`src/hdl/spq_pkg.sv`:
```
// Package for the sorted priority queue: field widths, codes, entry and result types.
// No dependencies; the interfaces, the top level, the checker and the bench use it.
`default_nettype none

package spq_pkg;

  localparam int unsigned CAPACITY_DEF = 16;
  localparam int unsigned KEY_W        = 32;
  localparam int unsigned HANDLE_W     = 16;
  localparam int unsigned OFFSET_W     = 16;
  localparam int unsigned STATUS_W     = 2;
  localparam int unsigned FILL_W       = 5;

  typedef enum logic {
    FUNC_INSERT  = 1'b0,
    FUNC_DEQUEUE = 1'b1
  } func_e;

  typedef enum logic [STATUS_W-1:0] {
    STATUS_OK    = 2'd0,
    STATUS_EMPTY = 2'd1,
    STATUS_FULL  = 2'd2
  } status_e;

  typedef struct packed {
    logic signed [KEY_W-1:0] key;
    logic [HANDLE_W-1:0]     payload;
    logic [OFFSET_W-1:0]     offset;
  } entry_t;

  localparam int unsigned ENTRY_W = $bits(entry_t);

  typedef struct packed {
    logic                    out_valid;
    logic signed [KEY_W-1:0] out_key;
    logic [HANDLE_W-1:0]     out_payload;
    logic [OFFSET_W-1:0]     out_offset;
    logic [STATUS_W-1:0]     status;
    logic [FILL_W-1:0]       fill_count;
  } result_t;

endpackage

`default_nettype wire

```
`src/hdl/spq_if.sv`:
```
// Request and result channel interfaces of the sorted priority queue.
// Depends on spq_pkg for field widths.
`default_nettype none

interface spq_in_if;
  logic                             valid;
  logic                             ready;
  logic                             func;
  logic signed [spq_pkg::KEY_W-1:0] sort_key;
  logic [spq_pkg::HANDLE_W-1:0]     payload_handle;
  logic [spq_pkg::OFFSET_W-1:0]     item_offset;

  modport source (output valid, func, sort_key, payload_handle, item_offset, input ready);
  modport sink   (input valid, func, sort_key, payload_handle, item_offset, output ready);
endinterface

interface spq_out_if;
  logic                             valid;
  logic                             ready;
  logic                             out_valid;
  logic signed [spq_pkg::KEY_W-1:0] out_key;
  logic [spq_pkg::HANDLE_W-1:0]     out_payload;
  logic [spq_pkg::OFFSET_W-1:0]     out_offset;
  logic [spq_pkg::STATUS_W-1:0]     status;
  logic [spq_pkg::FILL_W-1:0]       fill_count;

  modport source (output valid, out_valid, out_key, out_payload, out_offset, status,
                  fill_count, input ready);
  modport sink   (input valid, out_valid, out_key, out_payload, out_offset, status,
                  fill_count, output ready);
endinterface

`default_nettype wire

```
`src/hdl/spq_ram.sv`:
```
// Generic simple dual-port RAM: one write port, one read port with registered data.
// No dependencies.
`default_nettype none

module spq_ram #(
  parameter int unsigned WIDTH = 64,
  parameter int unsigned DEPTH = 16
) (
  input  wire logic                     clk_i,
  input  wire logic                     we_i,
  input  wire logic [$clog2(DEPTH)-1:0] waddr_i,
  input  wire logic [WIDTH-1:0]         wdata_i,
  input  wire logic [$clog2(DEPTH)-1:0] raddr_i,
  output logic      [WIDTH-1:0]         rdata_o
);

  logic [WIDTH-1:0] mem_q [DEPTH];

  always_ff @(posedge clk_i) begin
    if (we_i) begin
      mem_q[waddr_i] <= wdata_i;
    end
    rdata_o <= mem_q[raddr_i];
  end

endmodule

`default_nettype wire

```
`src/hdl/sorted_priority_queue_unit.sv`:
```
// Sorted priority queue, top level: circular entry RAM, head/count registers, sequencer.
// Depends on spq_pkg, spq_if and spq_ram.
// Dequeue: the head entry is read from the RAM, taken into the result register in S_DEQ
//   and moved to the output register in S_RESP. Insert: moves up every entry with a key
//   not smaller than the new one (one RAM read, one key compare and one RAM write per
//   cycle over the scan from the tail). Insert into an empty or a full queue and dequeue
//   from an empty one go straight to S_RESP. The next request is taken the cycle after
//   the result is loaded, later while the result is stalled; reset empties the queue.
`default_nettype none

module sorted_priority_queue_unit #(
  parameter int unsigned CAPACITY = spq_pkg::CAPACITY_DEF
) (
  input  wire logic  clk_i,
  input  wire logic  rst_ni,
  spq_in_if.sink     in_i,
  spq_out_if.source  out_o
);

  import spq_pkg::*;

  localparam int unsigned ADDR_W = $clog2(CAPACITY);
  localparam int unsigned CNT_W  = $clog2(CAPACITY + 1);

  typedef enum logic [4:0] {
    S_IDLE    = 5'b00001,
    S_INS_CMP = 5'b00010,
    S_INS_PUT = 5'b00100,
    S_DEQ     = 5'b01000,
    S_RESP    = 5'b10000
  } state_e;

  state_e              state_q, state_d;
  logic [ADDR_W-1:0]   head_q, head_d;
  logic [CNT_W-1:0]    cnt_q, cnt_d;
  logic [ADDR_W-1:0]   idx_q, idx_d;
  entry_t              new_q, new_d;
  result_t             res_q, res_d;
  result_t             out_q, out_d;
  logic                oval_q, oval_d;

  logic                we;
  logic [ADDR_W-1:0]   waddr, raddr;
  entry_t              wdata;
  logic [ENTRY_W-1:0]  rdata_raw;
  entry_t              rdata;
  entry_t              in_entry;
  logic [ADDR_W-1:0]   cnt_last;
  logic [ADDR_W-1:0]   head_inc;
  logic                key_less;
  logic [CNT_W-1:0]    cnt_inc, cnt_dec;

  // logical slot -> RAM address, sum stays below twice the capacity
  function automatic logic [ADDR_W-1:0] phys(input logic [ADDR_W-1:0] head,
                                             input logic [ADDR_W-1:0] slot);
    logic [ADDR_W:0] sum;
    sum = {1'b0, head} + {1'b0, slot};
    if (sum >= (ADDR_W+1)'(CAPACITY)) begin
      sum = sum - (ADDR_W+1)'(CAPACITY);
    end
    return sum[ADDR_W-1:0];
  endfunction

  function automatic logic [FILL_W-1:0] fill_of(input logic [CNT_W-1:0] cnt);
    logic [FILL_W+CNT_W-1:0] wide;
    wide = {{FILL_W{1'b0}}, cnt};
    return wide[FILL_W-1:0];
  endfunction

  spq_ram #(
    .WIDTH (ENTRY_W),
    .DEPTH (CAPACITY)
  ) u_ram (
    .clk_i   (clk_i),
    .we_i    (we),
    .waddr_i (waddr),
    .wdata_i (wdata),
    .raddr_i (raddr),
    .rdata_o (rdata_raw)
  );

  assign rdata    = entry_t'(rdata_raw);
  assign in_entry = '{key: in_i.sort_key, payload: in_i.payload_handle,
                      offset: in_i.item_offset};
  assign cnt_last = (cnt_q == '0) ? '0 : ADDR_W'(cnt_q - 1'b1);
  assign head_inc = (head_q == ADDR_W'(CAPACITY - 1)) ? '0 : head_q + 1'b1;
  assign cnt_inc  = cnt_q + 1'b1;
  assign cnt_dec  = cnt_q - 1'b1;
  // the one key comparator, shared by every step of the insert scan
  assign key_less = rdata.key < new_q.key;

  assign in_i.ready = (state_q == S_IDLE);

  always_comb begin
    state_d = state_q;
    head_d  = head_q;
    cnt_d   = cnt_q;
    idx_d   = idx_q;
    new_d   = new_q;
    res_d   = res_q;
    out_d   = out_q;
    oval_d  = oval_q;
    we      = 1'b0;
    waddr   = phys(head_q, '0);
    wdata   = new_q;
    raddr   = head_q;

    if (out_o.ready) begin
      oval_d = 1'b0;
    end

    case (state_q)
      S_IDLE: begin
        raddr = (in_i.func == FUNC_DEQUEUE) ? head_q : phys(head_q, cnt_last);
        if (in_i.valid) begin
          res_d   = '0;
          state_d = S_RESP;
          new_d   = in_entry;
          if (in_i.func == FUNC_DEQUEUE) begin
            if (cnt_q == '0) begin
              res_d.status = STATUS_EMPTY;
            end else begin
              state_d = S_DEQ;
            end
            res_d.fill_count = fill_of(cnt_q);
          end else if (cnt_q == CNT_W'(CAPACITY)) begin
            res_d.status     = STATUS_FULL;
            res_d.fill_count = fill_of(cnt_q);
          end else if (cnt_q == '0) begin
            we               = 1'b1;
            waddr            = head_q;
            wdata            = in_entry;
            cnt_d            = cnt_inc;
            res_d.fill_count = fill_of(cnt_inc);
          end else begin
            idx_d   = cnt_last;
            state_d = S_INS_CMP;
          end
        end
      end

      S_INS_CMP: begin
        raddr = phys(head_q, (idx_q == '0) ? '0 : idx_q - 1'b1);
        we    = 1'b1;
        waddr = phys(head_q, idx_q + 1'b1);
        if (key_less) begin
          wdata            = new_q;
          cnt_d            = cnt_inc;
          res_d.fill_count = fill_of(cnt_inc);
          state_d          = S_RESP;
        end else begin
          // move this entry up one slot and keep scanning toward the head
          wdata = rdata;
          if (idx_q == '0) begin
            state_d = S_INS_PUT;
          end else begin
            idx_d = idx_q - 1'b1;
          end
        end
      end

      S_INS_PUT: begin
        we               = 1'b1;
        waddr            = head_q;
        wdata            = new_q;
        cnt_d            = cnt_inc;
        res_d.fill_count = fill_of(cnt_inc);
        state_d          = S_RESP;
      end

      S_DEQ: begin
        res_d.out_valid   = 1'b1;
        res_d.out_key     = rdata.key;
        res_d.out_payload = rdata.payload;
        res_d.out_offset  = rdata.offset;
        res_d.status      = STATUS_OK;
        res_d.fill_count  = fill_of(cnt_dec);
        head_d            = head_inc;
        cnt_d             = cnt_dec;
        state_d           = S_RESP;
      end

      S_RESP: begin
        if (!oval_q || out_o.ready) begin
          out_d   = res_q;
          oval_d  = 1'b1;
          state_d = S_IDLE;
        end
      end

      default: begin
        state_d = S_IDLE;
      end
    endcase
  end

  always_ff @(posedge clk_i or negedge rst_ni) begin
    if (!rst_ni) begin
      state_q <= S_IDLE;
      head_q  <= '0;
      cnt_q   <= '0;
      oval_q  <= 1'b0;
    end else begin
      state_q <= state_d;
      head_q  <= head_d;
      cnt_q   <= cnt_d;
      oval_q  <= oval_d;
    end
  end

  always_ff @(posedge clk_i) begin
    idx_q <= idx_d;
    new_q <= new_d;
    res_q <= res_d;
    out_q <= out_d;
  end

  assign out_o.valid       = oval_q;
  assign out_o.out_valid   = out_q.out_valid;
  assign out_o.out_key     = out_q.out_key;
  assign out_o.out_payload = out_q.out_payload;
  assign out_o.out_offset  = out_q.out_offset;
  assign out_o.status      = out_q.status;
  assign out_o.fill_count  = out_q.fill_count;

endmodule

`default_nettype wire

```
`src/flat_wrapper.sv`:
```
// flat-port wrapper written by rule: the top's interface ports become plain ports
module sorted_priority_queue_unit_flat import spq_pkg::*;
#(
  parameter int unsigned CAPACITY = spq_pkg::CAPACITY_DEF
)
  (clk_i, rst_ni, in_i_valid, in_i_func, in_i_sort_key, in_i_payload_handle, in_i_item_offset, in_i_ready, out_o_valid, out_o_out_valid, out_o_out_key, out_o_out_payload, out_o_out_offset, out_o_status, out_o_fill_count, out_o_ready);
  spq_in_if in_i_i ();
  spq_out_if out_o_i ();
  input  wire logic clk_i;
  input  wire logic rst_ni;
  input wire logic [$bits(in_i_i.valid)-1:0] in_i_valid;
  input wire logic [$bits(in_i_i.func)-1:0] in_i_func;
  input wire logic [$bits(in_i_i.sort_key)-1:0] in_i_sort_key;
  input wire logic [$bits(in_i_i.payload_handle)-1:0] in_i_payload_handle;
  input wire logic [$bits(in_i_i.item_offset)-1:0] in_i_item_offset;
  output wire logic [$bits(in_i_i.ready)-1:0] in_i_ready;
  output wire logic [$bits(out_o_i.valid)-1:0] out_o_valid;
  output wire logic [$bits(out_o_i.out_valid)-1:0] out_o_out_valid;
  output wire logic [$bits(out_o_i.out_key)-1:0] out_o_out_key;
  output wire logic [$bits(out_o_i.out_payload)-1:0] out_o_out_payload;
  output wire logic [$bits(out_o_i.out_offset)-1:0] out_o_out_offset;
  output wire logic [$bits(out_o_i.status)-1:0] out_o_status;
  output wire logic [$bits(out_o_i.fill_count)-1:0] out_o_fill_count;
  input wire logic [$bits(out_o_i.ready)-1:0] out_o_ready;
  assign in_i_i.valid = in_i_valid;
  assign in_i_i.func = in_i_func;
  assign in_i_i.sort_key = in_i_sort_key;
  assign in_i_i.payload_handle = in_i_payload_handle;
  assign in_i_i.item_offset = in_i_item_offset;
  assign in_i_ready = in_i_i.ready;
  assign out_o_valid = out_o_i.valid;
  assign out_o_out_valid = out_o_i.out_valid;
  assign out_o_out_key = out_o_i.out_key;
  assign out_o_out_payload = out_o_i.out_payload;
  assign out_o_out_offset = out_o_i.out_offset;
  assign out_o_status = out_o_i.status;
  assign out_o_fill_count = out_o_i.fill_count;
  assign out_o_i.ready = out_o_ready;
  sorted_priority_queue_unit #(.CAPACITY(CAPACITY)) u_core (.clk_i(clk_i), .rst_ni(rst_ni), .in_i(in_i_i), .out_o(out_o_i));
endmodule
```
`config.mk`:
```
export PLATFORM = sky130hd
export DESIGN_NAME = sorted_priority_queue_unit_flat
export DESIGN_NICKNAME = d
export VERILOG_FILES = /design/src/hdl/spq_pkg.sv /design/src/hdl/spq_if.sv /design/src/hdl/spq_ram.sv /design/src/hdl/sorted_priority_queue_unit.sv /design/src/flat_wrapper.sv
export SDC_FILE = /design/constraint.sdc
export NUM_CORES = 1
export LEC_CHECK = 0
export ABC_AREA = 1
export BUFFER_PORTS_ARGS = -buffer_cell sky130_fd_sc_hd__clkbuf_2
export CORE_AREA = 2 2 471 473
export DETAILED_ROUTE_END_ITERATION = 8
export DIE_AREA = 0 0 473 475
export GPL_TIMING_DRIVEN = 1
export SKIP_LAST_GASP = 1
export SLEW_MARGIN = 20
export SYNTH_ARGS = -nofsm -noshare
export SYNTH_HDL_FRONTEND = slang
export SYNTH_SLANG_ARGS = --single-unit
```
`constraint.sdc`:
```
create_clock -name clk_i -period 8.5 [get_ports clk_i]
set_input_delay 1.275 -clock clk_i [delete_from_list [all_inputs] [get_ports clk_i]]
set_output_delay 1.275 -clock clk_i [all_outputs]
set_load 0.05 [all_outputs]
```
==> results.sh, run 1 <==
export IMPL_outcome="finished clean"
export IMPL_clock_latency_ps=780
export IMPL_period_minus_slack_ps=5520
export IMPL_cp_max_fo=82
export IMPL_power_internal_uw=15700
export IMPL_setup_viol=0
export IMPL_whs_endpoint="u_core.out_o.out_key[11]$_DFFE_PP_"
export IMPL_start_kind="flop"
export IMPL_p_switching_uw=11400
export IMPL_globalRouteTotalUtil_pct=12.6
export IMPL_die_w_um=473
export IMPL_syn_to_final_growth_pct=15.0
export IMPL_pwr_share_clk_pct=21.3
export IMPL_syn_inst=4648
export IMPL_worstSetupStartpoint="u_core.cnt_q[0]$_DFFE_PN0P_"
export IMPL_drtAntennaViolNets=0
export IMPL_grt_setup_unrepaired="false"
export IMPL_grt_pass1_vias=32958
export IMPL_antenna_found_initial=10
export IMPL_die_area_mm2=0.225
export IMPL_slew_headroom_pct=19.7
export IMPL_max_freq_mhz=181
export IMPL_wirelength_mm=146
export IMPL_coreArea_mm2=0.219
export IMPL_grt_pass1_wl_mm=215
export IMPL_synth_area_mm2=0.0547
export IMPL_synth_distinct_cells=36
export IMPL_gr_usage_met3_pct=2.14
export IMPL_crit_reg2reg_launch="u_core.cnt_q[0]$_DFFE_PN0P_"
export IMPL_finalHoldViolations=0
export IMPL_multi_input_area_mm2=0.0125
export IMPL_worst_pin_slew_ps=1200
export IMPL_p_leak_uw=0.0235
export IMPL_io_pins=143
export IMPL_fin_crit_sh_pct=65.0
export IMPL_power_frac_comb_pct=42.3
export IMPL_r2r_end="u_core.u_ram.rdata_o[27]$_DFF_P_"
export IMPL_hold_depth=0
export IMPL_grtUsageMet2_pct=21.3
export IMPL_initialDrtViolationCount=3982
export IMPL_gp_congestion=0.769
export IMPL_worstPathArrival_ps=6160
export IMPL_post_cts_setup_buffer_count=0
export IMPL_mostFrequentLayoutCell="edfxtp_1"
export IMPL_powerDensity_mw_per_mm2=432
export IMPL_port_buffers=142
export IMPL_ctsHoldBuffers=0
export IMPL_die_h_um=475
export IMPL_reg2reg_depth=17
export IMPL_firstDrtPassIters=6
export IMPL_regToRegSetupSlack_ps=2980
export IMPL_tritoncts="built"
export IMPL_wl_per_cell_um=19.0
export IMPL_end_kind="flop"
export IMPL_regArea_mm2=0.0388
export IMPL_cts_resized=0
export IMPL_cpPeakStageDelay_ps=750
export IMPL_crit_slowest_cell="buf_4"
export IMPL_grt_busiest_layer="met2"
export IMPL_htreeDepth=4
export IMPL_crit_type="reg2reg"
export IMPL_drc_errors=0
export IMPL_grt_ovfl_total=0
export IMPL_path_cells="inv_1 -> ha_1 -> nor3b_1 -> nand2_1 -> nand2_1 -> inv_1 -> ha_1 -> fa_1 -> or2_1 -> a21oi_4 -> buf_4 -> inv_2 -> buf_4 -> o211ai_1 -> nand3_1 -> nand3_1 -> nand2_1"
export IMPL_grt_util_met1_pct=16.4
export IMPL_n_fill_cell=22187
export IMPL_final_util_pct=28.7
export IMPL_drive_gt1_share_pct=9.17
export IMPL_worstPathRequired_ps=9140
export IMPL_sequentialPowerShare_pct=36.4
export IMPL_grt_max_degree=251
export IMPL_drv_cap=0
export IMPL_synth_seq_cells=1315
export IMPL_hp_start="u_core.res_q[50]$_SDFFCE_PN0P_"
export IMPL_syn_avg_cell_area_um2=11.8
export IMPL_yosys_warnings=0
export IMPL_num_vias=35011
export IMPL_seq_area_frac_synth_pct=70.9
export IMPL_synth_edff_count=1236
export IMPL_nNetsFinal=4821
export IMPL_syn_nets=4766
export IMPL_cpMostUsedCell="nand2_1"
export IMPL_root_buffer="clkbuf_16"
export IMPL_clk_path_buf_depth=3
export IMPL_synthFlopType="edfxtp_1"
export IMPL_cts_sink_count=1315
export IMPL_dpl_hpwl_mm=79.1
export IMPL_initial_utilization_pct=25.0
export IMPL_min_path_type="reg2reg"
export IMPL_layout_common_cells="1236 x edfxtp_1, 653 x nand2_1, 650 x inv_1"
export IMPL_cts_made_buffers=131
export IMPL_clkSlewWorstSetupHoldPaths_ps=60
export IMPL_viasPerCell=4.56
export IMPL_p_sw_share_pct=42.0
export IMPL_setup_tns_ps=0
export IMPL_finClkSkew_ps=31.4
export IMPL_report_final_slew_viol_count=0
export IMPL_row_count=172
export IMPL_async_flop_share_pct=1.14
export IMPL_vdd_drop_max_v=0.000550
synthesized netlist by cell type (2+ instances only):
master	count	area, um^2
edfxtp_1	1236	37100
nand2_1	656	2460
inv_1	654	2450
nand3_1	603	3020
o211ai_1	324	2430
o21ai_0	283	1420
a21oi_1	246	1230
nor2_1	183	687
clkbuf_1	148	556
buf_2	103	515
dfxtp_1	64	1280
ha_1	46	576
buf_1	31	116
dfrtp_1	14	350
nand4_1	9	56.3
nor3_1	8	40.0
xnor2_1	7	61.3
xor2_1	7	61.3
fa_1	3	60.1
a21o_1	2	15.0
inv_2	2	7.51
nand2_2	2	12.5
nand3b_1	2	15.0
o21bai_1	2	15.0
o221ai_1	2	17.5
final cells by class:
cell class	count	share of cell area [%]
Inverter	656	3.92
Clock buffer	172	5.77
Timing Repair Buffer	204	2.05
Sequential cell	1315	61.7
Antenna cell	1	0.00398
Multi-Input combinational cell	2395	19.9
Tap cell	2871	5.71
Clock inverter	67	1.01
worst max path at each step:
stage / cells after the start / slack (ps) / to
4_1_cts: 17 / 3090 / u_core.u_ram.rdata_o[27]$_DFF_P_
3_5_place_dp: 17 / 3150 / u_core.u_ram.rdata_o[27]$_DFF_P_
6_report: 17 / 2980 / u_core.u_ram.rdata_o[27]$_DFF_P_
5_1_grt: 17 / 2650 / u_core.u_ram.rdata_o[34]$_DFF_P_
3_3_place_gp: 17 / 3240 / u_core.u_ram.rdata_o[29]$_DFF_P_
2_1_floorplan: 6 / 1680 / u_core.res_q[10]$_SDFFCE_PN0P_
power groups by stage:
stage	Clock [uW]	Sequential, uW	Combinational (uW)
after global placement	0	10000	11300
after global routing	6130	9940	12800
after CTS	5900	9890	11500
final	5770	9890	11500
after floorplan	0	9990	7910
after detailed placement	0	10000	11400
per-layer routing:
metal / wire length [um] / vias to the layer above
met4: 3660 / 8
met3: 9980 / 208
li1: - / 16455
met2: 71000 / 1190
met5: 48 / -
met1: 61300 / 17150
logic make-up after synthesis:
logic type               share of synthesized area, %
AND/OR/NAND/NOR                                  11.6
XOR/XNOR                                        0.224
buffers and inverters                            6.67
flip-flops                                       70.9
adder cells (fa/ha/maj)                          1.16
AO/OA/AOI/OAI                                    9.48
sequential cells by signal (all words and copies together), names as in the netlist:
name / flops
u_core.out_o.out_payload: 16
u_core.idx_q: 4
u_core.u_ram.rdata_o: 64
u_core.out_o.out_offset: 16
u_core.out_o.fill_count: 5
u_core.res_q: 72
u_core.out_o.valid: 1
u_core.state_q: 5
u_core.out_o.status: 2
u_core.cnt_q: 5
u_core.out_o.out_valid: 1
u_core.u_ram.mem_q: 1024
u_core.new_q: 64
u_core.head_q: 4
u_core.out_o.out_key: 32
critical path: cells and delay by family, from the launching register on:
| family | cells | cell delay (ps) |
|---|---|---|
| buffers and inverters | 5 | 2160 |
| AND/OR/NAND/NOR | 7 | 1430 |
| adder cells (fa/ha/maj) | 3 | 850 |
| flip-flops | 1 | 410 |
| AO/OA/AOI/OAI | 2 | 330 |
through the flow:
stage               hold slack, ps  cell area (um^2)  power [uW]  cells  setup WS [ps]
floorplan                      400             54700       17900   4648           1680
global placement               405             58600       21300   7440           3240
detailed placement             405             58600       21400   7440           3150
CTS                            401             62900       27200   7679           3090
global route                   419             62900       28800   7680           2650
finish                         418             62900       27100   7681           2980
Note: power is estimated with default switching activity, not from simulation.
==> run 2, diff against run 1 <==
--- a/config.mk
+++ b/config.mk
@@ -5,11 +5,11 @@
 export SDC_FILE = /design/constraint.sdc
 export NUM_CORES = 1
 export LEC_CHECK = 0
-export ABC_AREA = 1
+export ABC_AREA = 0
 export BUFFER_PORTS_ARGS = -buffer_cell sky130_fd_sc_hd__clkbuf_2
-export CORE_AREA = 2 2 471 473
+export CORE_AREA = 2 2 459 461
 export DETAILED_ROUTE_END_ITERATION = 8
-export DIE_AREA = 0 0 473 475
+export DIE_AREA = 0 0 461 463
 export GPL_TIMING_DRIVEN = 1
 export SKIP_LAST_GASP = 1
 export SLEW_MARGIN = 20
==> constraint.sdc (replaced) <==
create_clock -name clk_i -period 4.6 [get_ports clk_i]
set_input_delay 0.69 -clock clk_i [delete_from_list [all_inputs] [get_ports clk_i]]
set_output_delay 0.69 -clock clk_i [all_outputs]
set_load 0.05 [all_outputs]
==> run 2 against run 1 <==
  * Global-route usage rose by 0.36 points
  * Critical path type unchanged
  * Via count fell by 8.9%
  * Wire length shrank 2.5%
  * Synthesized cell count fell by 17%
  * Worst setup slack lost 2600 ps
  * Largest power group unchanged
==> results.sh, run 2 <==
export IMPL_syn_nets=3990
export IMPL_finClkSkew_ps=47.1
export IMPL_largest_register_ffs=1024
export IMPL_ctsHoldBuffers=1
export IMPL_cts_resized=0
export IMPL_whs_endpoint="u_core.new_q[16]$_DFFE_PP_"
export IMPL_p_sw_share_pct=39.1
export IMPL_drtAntennaViolNets=0
export IMPL_report_final_slew_viol_count=0
export IMPL_hp_start="in_i_payload_handle[0]"
export IMPL_clock_latency_ps=750
export IMPL_synth_distinct_cells=72
export IMPL_synth_area_mm2=0.0520
export IMPL_nNetsFinal=4178
export IMPL_worstPathRequired_ps=5170
export IMPL_grt_setup_unrepaired="false"
export IMPL_slew_headroom_pct=27.5
export IMPL_initial_utilization_pct=24.9
export IMPL_initialDrtViolationCount=3284
export IMPL_antenna_found_initial=9
export IMPL_clk_path_buf_depth=3
export IMPL_grt_max_degree=120
export IMPL_r2r_end="u_core.u_ram.rdata_o[38]$_DFF_P_"
export IMPL_crit_reg2reg_launch="u_core.cnt_q[0]$_DFFE_PN0P_"
export IMPL_n_fill_cell=20988
export IMPL_cts_sink_count=1315
export IMPL_finalHoldViolations=0
export IMPL_power_frac_comb_pct=40.0
export IMPL_setup_viol=0
export IMPL_min_path_type="in2reg"
export IMPL_coreArea_mm2=0.209
export IMPL_port_buffers=142
export IMPL_async_flop_share_pct=1.14
export IMPL_p_leak_uw=0.0211
export IMPL_reg2reg_depth=14
export IMPL_yosys_top_cells_area="edfxtp_1 71%, nand2_1 7.7%, nand3_1 5.1%"
export IMPL_yosys_warnings=0
export IMPL_powerDensity_mw_per_mm2=783
export IMPL_cts_made_buffers=138
export IMPL_worst_pin_slew_ps=1090
export IMPL_max_freq_mhz=235
export IMPL_fin_crit_sh_pct=92.6
export IMPL_top_regs="u_core.u_ram.mem_q (1024), u_core.res_q (72)"
export IMPL_root_buffer="clkbuf_16"
export IMPL_sequentialPowerShare_pct=36.9
export IMPL_num_vias=31900
export IMPL_synth_top_area_share_pct=71.4
export IMPL_regToRegSetupSlack_ps=340
export IMPL_syn_inst=3872
export IMPL_clkSlewWorstSetupHoldPaths_ps=60
export IMPL_wl_per_cell_um=20.4
export IMPL_mostFrequentLayoutCell="edfxtp_1"
export IMPL_tritoncts="built"
export IMPL_dpl_hpwl_mm=78.8
export IMPL_synth_top_area_cell="edfxtp_1"
export IMPL_drive_gt1_share_pct=12.5
export IMPL_outcome="finished clean"
export IMPL_synthFlopType="edfxtp_1"
export IMPL_synth_edff_count=1236
export IMPL_gp_congestion=0.840
export IMPL_htreeDepth=4
export IMPL_firstDrtPassIters=5
export IMPL_io_pins=143
export IMPL_design_area_mm2=0.0614
export IMPL_top_register="u_core.u_ram.mem_q"
export IMPL_synth_seq_cells=1315
export IMPL_hold_depth=1
export IMPL_crit_type="reg2reg"
export IMPL_viasPerCell=4.57
export IMPL_drc_errors=0
export IMPL_die_w_um=461
export IMPL_wirelength_mm=142
export IMPL_synth_most_common_cell="edfxtp_1"
export IMPL_globalRouteTotalUtil_pct=13.0
export IMPL_end_kind="flop"
export IMPL_grt_pass1_wl_mm=209
export IMPL_drv_cap=0
export IMPL_row_count=168
export IMPL_grt_pass1_vias=30735
export IMPL_syn_to_final_growth_pct=18.1
export IMPL_period_minus_slack_ps=4260
export IMPL_layout_common_cells="1236 x edfxtp_1, 1063 x nand2_1, 527 x nand3_1"
export IMPL_setup_tns_ps=0
export IMPL_die_area_mm2=0.213
export IMPL_vdd_drop_max_v=0.000600
export IMPL_synthTopCellsByCount="1236 x edfxtp_1, 1064 x nand2_1, 527 x nand3_1"
export IMPL_post_cts_setup_buffer_count=0
export IMPL_worstPathArrival_ps=4830
export IMPL_syn_avg_cell_area_um2=13.4
export IMPL_grt_ovfl_total=0
export IMPL_seq_area_frac_synth_pct=74.6
export IMPL_pwr_share_clk_pct=23.1
export IMPL_p_switching_uw=18800
export IMPL_dpl_cell_area_mm2=0.0568
export IMPL_power_internal_uw=29300
export IMPL_cp_max_fo=25
export IMPL_start_kind="flop"
export IMPL_die_h_um=463
-- run 2: cell count changes after synthesis, sizes merged, moves of 134 or more --
| cell | change |
|---|---|
| inv | -611 |
| nand2 | +406 |
| o211ai | -321 |
| o21ai | -226 |
| a21oi | -203 |
| nor2 | -134 |
-- run 2: per-stage QoR --
step / hold slack, ps / std cells / util [%] / total power (uW) / setup WS (ps)
2_1_floorplan: 394 / 3872 / - / 30500 / -835
3_3_place_gp: 402 / 6724 / 27.3 / 36900 / 449
3_5_place_dp: 406 / 6724 / 27.3 / 37200 / 295
4_1_cts: 96.9 / 6980 / 29.4 / 48300 / 245
5_1_grt: 115 / 6980 / 29.4 / 50700 / 72.6
6_report: 137 / 6982 / 29.4 / 48000 / 339
-- run 2: how the worst max path moves through the flow --
stage	start	to	slack [ps]	cells after the start
floorplan	u_core.state_q[0]$_DFFE_PN1P_	u_core.u_ram.mem_q[13][0]$_DFFE_PP_	-830	9
global placement	u_core.u_ram.rdata_o[63]$_DFF_P_	u_core.u_ram.mem_q[13][53]$_DFFE_PP_	450	9
detailed placement	u_core.u_ram.rdata_o[63]$_DFF_P_	u_core.u_ram.mem_q[14][53]$_DFFE_PP_	300	9
CTS	u_core.u_ram.rdata_o[63]$_DFF_P_	u_core.u_ram.mem_q[13][53]$_DFFE_PP_	250	9
global route	u_core.cnt_q[0]$_DFFE_PN0P_	u_core.u_ram.rdata_o[38]$_DFF_P_	70	14
finish	u_core.cnt_q[0]$_DFFE_PN0P_	u_core.u_ram.rdata_o[38]$_DFF_P_	340	14
-- run 2: per-layer routing --
metal / vias up / GRT usage (%) / share of wire, %
met2: 1117 / 20.6 / 46
li1: 14485 / - / -
met4: 14 / 3.46 / 2.1
met3: 196 / 2.22 / 6.7
met5: - / 0 / 0.068
met1: 16088 / 18.2 / 45
-- run 2: final cells by class --
class | instances | area [um^2] | area share, %
antenna | 2 | 5.00 | 0.00815
tap | 2805 | 3510 | 5.72
timing repair buffer | 274 | 2430 | 3.96
clock inverter | 61 | 667 | 1.09
multi-input combinational | 2285 | 12000 | 19.5
clock buffer | 194 | 3870 | 6.30
sequential | 1315 | 38800 | 63.2
inverter | 46 | 175 | 0.285
-- run 2: critical path, cell delays in order, from the launching register on --
cell and delay, ps:
dfrtp_1 460, inv_1 120, ha_1 200, nor4b_4 370, nor2_1 110, ha_1 240, fa_1 420, xnor2_1 160
nor4_1 70, a311oi_1 490, and2_4 520, buf_4 450, nand3_1 130, nand4_1 130, mux2i_1 170
-- run 2: power by group through the flow --
| stage | Sequential, uW | Clock (uW) | Combinational [uW] |
|---|---|---|---|
| 2_1_floorplan | 17800 | 0 | 12600 |
| 3_3_place_gp | 17900 | 0 | 18900 |
| 3_5_place_dp | 18000 | 0 | 19200 |
| 4_1_cts | 17700 | 11300 | 19300 |
| 5_1_grt | 17800 | 11800 | 21100 |
| 6_report | 17700 | 11100 | 19200 |
-- run 2: cell families after synthesis --
| family | count (synthesis) | synth area share [%] |
|---|---|---|
| mux | 66 | 1.27 |
| buf+inv | 272 | 2.77 |
| flops | 1315 | 74.6 |
| xor+xnor | 26 | 0.474 |
| simple gates | 1896 | 16.3 |
| compound gates | 248 | 3.34 |
| fa+ha+maj | 49 | 1.22 |
